[config.mk]
export PLATFORM = sky130hd
export DESIGN_NAME = crtq_ctrl
export DESIGN_NICKNAME = d
export VERILOG_FILES = /design/src/design/crtq_pkg.sv /design/src/design/crtq_ctrl.sv
export SDC_FILE = /design/constraint.sdc
export NUM_CORES = 1
export LEC_CHECK = 0
export BUFFER_PORTS_ARGS = -buffer_cell sky130_fd_sc_hd__buf_2
export CAP_MARGIN = 10
export CELL_PAD_IN_SITES_DETAIL_PLACEMENT = 1
export CELL_PAD_IN_SITES_GLOBAL_PLACEMENT = 1
export CORE_AREA = 5 5 42 44
export CTS_BUF_LIST = sky130_fd_sc_hd__clkbuf_16
export CTS_CLUSTER_SIZE = 16
export DETAILED_ROUTE_END_ITERATION = 12
export DIE_AREA = 0 0 47 49
export PLACE_DENSITY_LB_ADDON = 0.1
export SLEW_MARGIN = 20
export SYNTH_ARGS = -nofsm -noshare
export SYNTH_HDL_FRONTEND = slang
export SYNTH_SLANG_ARGS = --single-unit
[constraint.sdc]
create_clock -name clock -period 1.7 [get_ports clock]
set_input_delay 0.17 -clock clock [delete_from_list [all_inputs] [get_ports clock]]
set_output_delay 0.17 -clock clock [all_outputs]
set_load 0.02 [all_outputs]
[src/design/crtq_pkg.sv]
`timescale 1ns / 1ps
// Shared types, constants and helpers for the change report table queue.
// No dependencies; used by crtq_ctrl, crtq_datapath and the top level.

package crtq_pkg;

   localparam int ENTRIES = 256;
   localparam int INDEX_W = $clog2(ENTRIES);
   localparam int COUNT_W = $clog2(ENTRIES + 1);
   localparam int LIMIT_W = 26;

   localparam logic [9:0]         MS_PER_S       = 10'd1000;
   localparam logic signed [31:0] VALUE_SENTINEL = 32'sh7FFF_FFFF;
   localparam logic signed [31:0] FULL_POWER_RAW = 32'sd255;
   localparam logic signed [31:0] FULL_POWER_PCT = 32'sd100;

   localparam logic [1:0] CLASS_SENSOR  = 2'd0;
   localparam logic [1:0] CLASS_INVALID = 2'd3;

   typedef enum logic [1:0] {
      KIND_REGISTER = 2'd0,
      KIND_UPDATE   = 2'd1,
      KIND_PEEK     = 2'd2,
      KIND_POP      = 2'd3
   } kind_type;

   typedef enum logic [1:0] {
      STAT_OK    = 2'd0,
      STAT_RANGE = 2'd1,
      STAT_FULL  = 2'd2
   } status_type;

   typedef enum logic [1:0] {
      S_IDLE,
      S_READ,
      S_ENTRY,
      S_FINISH
   } fsm_state_type;

   typedef struct packed {
      logic capture;
      logic rd_item;
      logic rd_fifo_entry;
      logic commit;
   } cmd_type;

   typedef struct packed {
      logic queue_kind;
   } dp_status_type;

   function automatic logic [INDEX_W-1:0] slot_of(input logic [7:0] idx);
      logic [31:0] wide;
      wide = 32'(idx);
      return wide[INDEX_W-1:0];
   endfunction

   function automatic logic [7:0] index_of(input logic [INDEX_W-1:0] slot);
      logic [31:0] wide;
      wide = 32'(slot);
      return wide[7:0];
   endfunction

endpackage

[src/design/crtq_ctrl.sv]
`timescale 1ns / 1ps
// Sequencer for the change report table queue: steps one item through
// read, lookup and commit, and owns the result valid flag. Uses crtq_pkg.

module crtq_ctrl (
   input  logic                    clock,
   input  logic                    reset,
   input  logic                    req_valid,
   output logic                    req_stall,
   output logic                    rsp_valid,
   input  logic                    rsp_stall,
   input  crtq_pkg::dp_status_type dp_status,
   output crtq_pkg::cmd_type       cmd
);

   crtq_pkg::fsm_state_type state_ff, state_in;
   logic rsp_valid_ff, rsp_valid_in;
   logic out_free;

   assign out_free  = !rsp_valid_ff || !rsp_stall;
   assign rsp_valid = rsp_valid_ff;

   always_ff @(posedge clock) begin
      if (reset) begin
         state_ff     <= crtq_pkg::S_IDLE;
         rsp_valid_ff <= 1'b0;
      end else begin
         state_ff     <= state_in;
         rsp_valid_ff <= rsp_valid_in;
      end
   end

   always_comb begin
      state_in     = state_ff;
      rsp_valid_in = rsp_valid_ff && rsp_stall;
      cmd          = '0;
      req_stall    = 1'b1;
      unique case (state_ff)
         crtq_pkg::S_IDLE: begin
            req_stall = 1'b0;
            if (req_valid) begin
               cmd.capture = 1'b1;
               cmd.rd_item = 1'b1;
               state_in    = crtq_pkg::S_READ;
            end
         end
         crtq_pkg::S_READ: begin
            // queue items need a second, dependent lookup of the head entry
            if (dp_status.queue_kind) begin
               cmd.rd_fifo_entry = 1'b1;
               state_in          = crtq_pkg::S_ENTRY;
            end else begin
               state_in = crtq_pkg::S_FINISH;
            end
         end
         crtq_pkg::S_ENTRY: begin
            state_in = crtq_pkg::S_FINISH;
         end
         crtq_pkg::S_FINISH: begin
            if (out_free) begin
               cmd.commit   = 1'b1;
               rsp_valid_in = 1'b1;
               state_in     = crtq_pkg::S_IDLE;
            end
         end
         default: state_in = crtq_pkg::S_IDLE;
      endcase
   end

   a_accept_starts_read: assert property (@(posedge clock) disable iff (reset)
      (req_valid && !req_stall) |=> (state_ff == crtq_pkg::S_READ))
      else $error("accepted item did not move to read");

   a_finish_holds: assert property (@(posedge clock) disable iff (reset)
      (state_ff == crtq_pkg::S_FINISH && !cmd.commit) |=>
      (state_ff == crtq_pkg::S_FINISH && rsp_valid_ff))
      else $error("pending result lost while output busy");

endmodule

Word-level counts from Yosys, hierarchy flattened
Index checks and enable logic that the tools add are counted.

Reduce and logical (&&, ||, !) cells: 6. Equal/unequal tests: 5. Muxes and demuxes: 13.

Operators with widths (count): $mux W1 (8); $mux W2 (4); $pmux W2 S4 (1); $eq A2 B2 Y1 const B (2); $ne A2 B2 Y1 const B (2); $eq A2 B1 Y1 const B (1); $logic_not A1 Y1 (2); $logic_not A2 Y1 (1); $reduce_and A2 Y1 (1); $logic_and A1 B1 Y1 (1); $logic_or A1 B1 Y1 (1).

Input port bits: 5. Register bits: 3. Word-level logic and storage cells: 26.

Depth between registers and ports, before layout
Word-level depth: 4. Depth in mapped cells: 5. Depth with buffers taken out: 5.

Worst setup path after synthesis
OpenSTA, ideal clock, no wires.

Path type: reg2out. Start point: reg state_ff[1]. End point: out cmd[0] in the netlist's numbering. Buffers on the path: 0. Arrival: 1049 ps. Slack: 481 ps. Stages on the path, launching flop included: 3. Required time: 1530 ps. Cell sequence: dfxtp_1 > ha_1 > a21boi_0.

RTL lines: from (decl) (line crtq_ctrl.sv:16) `crtq_pkg::fsm_state_type state_ff, state_in;`; from (signal assigned) (line crtq_ctrl.sv:25) `state_ff <= crtq_pkg::S_IDLE;`; from (signal assigned) (line crtq_ctrl.sv:28) `state_ff <= state_in;`; to (decl) (line crtq_ctrl.sv:13) `output crtq_pkg::cmd_type cmd`.

==> impl_metrics.json <==
{
  "busiest_layer": "met2",
  "grt_pass1_wl_microns": 938,
  "use_met2_pct": 8.14,
  "vias": 218,
  "cp_top_family": "flip-flops",
  "ys_seq_area_share_pct": 27.0,
  "cp.required_ps": 1530,
  "wl_per_cell_microns": 10.9,
  "fmax_mhz": 701,
  "ctsLongestPathBuffers": 2,
  "ioPinCount": 11,
  "cts_tree": "done",
  "place_congestion": 0.636,
  "syn_area_per_cell_sq_um": 8.91,
  "critical_path.cell_chain": "inv_1, ha_1, and2_2, buf_2",
  "synthCells": 25,
  "synth_cell_type_count": 17,
  "synth_top_area_cell": "dfxtp_1",
  "fin_crit_sh_pct": 83.9,
  "path_buf_inv": 2,
  "ys_seq_elements": 3,
  "drive_gt1_share_pct": 39.5,
  "antenna_left": 0,
  "yosysWarnings": 0,
  "slew_headroom_pct": 83.9,
  "dieArea_sq_um": 2300,
  "powerDensity_nw_per_um2": 2220,
  "dieWidth_microns": 47,
  "maxCapViolations": 0,
  "cts_root_buf": "clkbuf_16",
  "nFillCells": 174,
  "via_per_inst": 4.04,
  "area_delta_synth_final_pct": 63.5,
  "grt_pass1_vias": 232,
  "crit_path_start_kind": "register",
  "whs_ps": 147,
  "vdd_drop_max_mv": 0.697,
  "synthTopCellsByCount": "ha_1, dfxtp_1, inv_1",
  "synth.net_count": 34,
  "port_buffers": 10,
  "insertion_delay_ps": 220,
  "period_needed_ps": 1430,
  "grt_use_total_pct": 5.56,
  "outcome": "completed",
  "hpwl_microns": 492,
  "final_hold_viol_count": 0,
  "antenna_found_initial": 0,
  "grt_util_met3_pct": 1.11,
  "hold_class": "in -> reg",
  "hold_buffers": 0,
  "grt_use_met1_pct": 6.80,
  "synth.top_cell.area_share_pct": 27.0,
  "synth_top_flop_cell": "dfxtp_1",
  "yosysMostFrequentCell": "ha_1",
  "start_util_pct": 15.9,
  "wl_microns": 588,
  "cp_slowest_cell": "dfxtp_1",
  "drt_iter0_drc": 1,
  "drt_pass1_iterations": 2,
  "post_cts_resized": 0,
  "diodes": 0,
  "synth_edf_count": 0,
  "netlist_area_sq_um": 223,
  "ys_top_cells_by_area": "dfxtp_1, ha_1, nand2b_1",
  "max_stage_delay_ps": 390,
  "finClkSkew_ps": 0.568,
  "drv_slew": 0,
  "critical_path_arrival_ps": 1260,
  "synthArstFlopShare_pct": 0,
  "grt_setup_unrepaired": "false",
  "finalSetupViolCount": 0,
  "timing.setup.tns_ps": 0,
  "worstPathMaxFanout": 4,
  "cts_buffers": 3,
  "cts_setup_buffers": 0,
  "cts_sinks": 3,
  "core-area_sq_um": 1400,
  "end_kind": "output pin",
  "drc": 0,
  "grt_overflow_total": 0,
  "fp-row-count": 14,
  "r2r_slack_ps": 430,
  "crit_type": "reg -> out",
  "htreeDepth": 1,
  "path_clk_slew_ps": 30,
  "nNetsFinal": 48,
  "grt_max_degree": 5,
  "die_y_microns": 49,
  "worst_slew_pin_slew_ps": 241,
  "leakage_nw": 0.186
}
through the flow:
step           total power [W]  setup WS, ps  instance area [sq um]  std cells  utilization (%)
6_report              0.000807           273                    364         54             26.0
5_1_grt               0.000853           222                    364         54             26.0
4_1_cts               0.000824           250                    364         54             26.0
3_5_place_dp          0.000449           415                    285         50             20.4
3_3_place_gp          0.000445           446                    285         50             20.4
2_1_floorplan         0.000358           481                    223         25                -
sequential cells by signal, summed over array words and instances (netlist names):
signal	count
state_ff	2
rsp_valid	1
report_power, final:
group | internal [W] | switching (W)
clock | 0.000303 | 0.0000636
sequential | 0.0000974 | 0.0000282
combinational | 0.000125 | 0.000189
kinds of logic (layout without fill, tap and decap cells):
logic type | after synthesis | count (layout) | share of synthesized area [%]
compound gates | 6 | 6 | 20.2
mux | 1 | 1 | 4.49
flops | 3 | 3 | 27.0
fa+ha+maj | 4 | 4 | 22.5
buf+inv | 5 | 18 | 10.1
simple gates | 6 | 6 | 15.7
path summary, 6_finish.rpt:
kind                     from          end  depth (start not counted)
hold / removal          reset    rsp_valid                          2
setup reg to reg  state_ff[0]  state_ff[0]                          5
hold reg to reg   state_ff[1]  state_ff[1]                          2
setup / recovery  state_ff[1]       cmd[2]                          4
layout by cell type, fill, tap and decap left out:
cell,count
o221ai_1,1
a221oi_1,1
inv_2,1
a211oi_1,1
nand3_1,1
mux2i_1,1
ha_1,4
a21boi_0,1
and2_2,1
buf_2,10
dfxtp_1,3
a21oi_1,1
inv_1,4
nor2_1,1
o21a_1,1
and2_1,1
clkbuf_16,3
nand2b_1,2
cell type report:
cell class / instances / area [sq um] / area share, %
Clock inverter: 1 / 3.75 / 1.03
Timing Repair Buffer: 10 / 50.0 / 13.7
Tap cell: 16 / 20.0 / 5.50
Clock buffer: 3 / 75.1 / 20.6
Multi-Input combinational cell: 17 / 140 / 38.5
Sequential cell: 3 / 60.1 / 16.5
Inverter: 4 / 15.0 / 4.12
metal layers:
metal | wire length [microns] | share of wire [%]
met1 | 254 | 43
met2 | 290 | 49
met3 | 43 | 7.3
met4 | 0 | 0
met5 | 0 | 0
(Power assumes the default switching activity.)
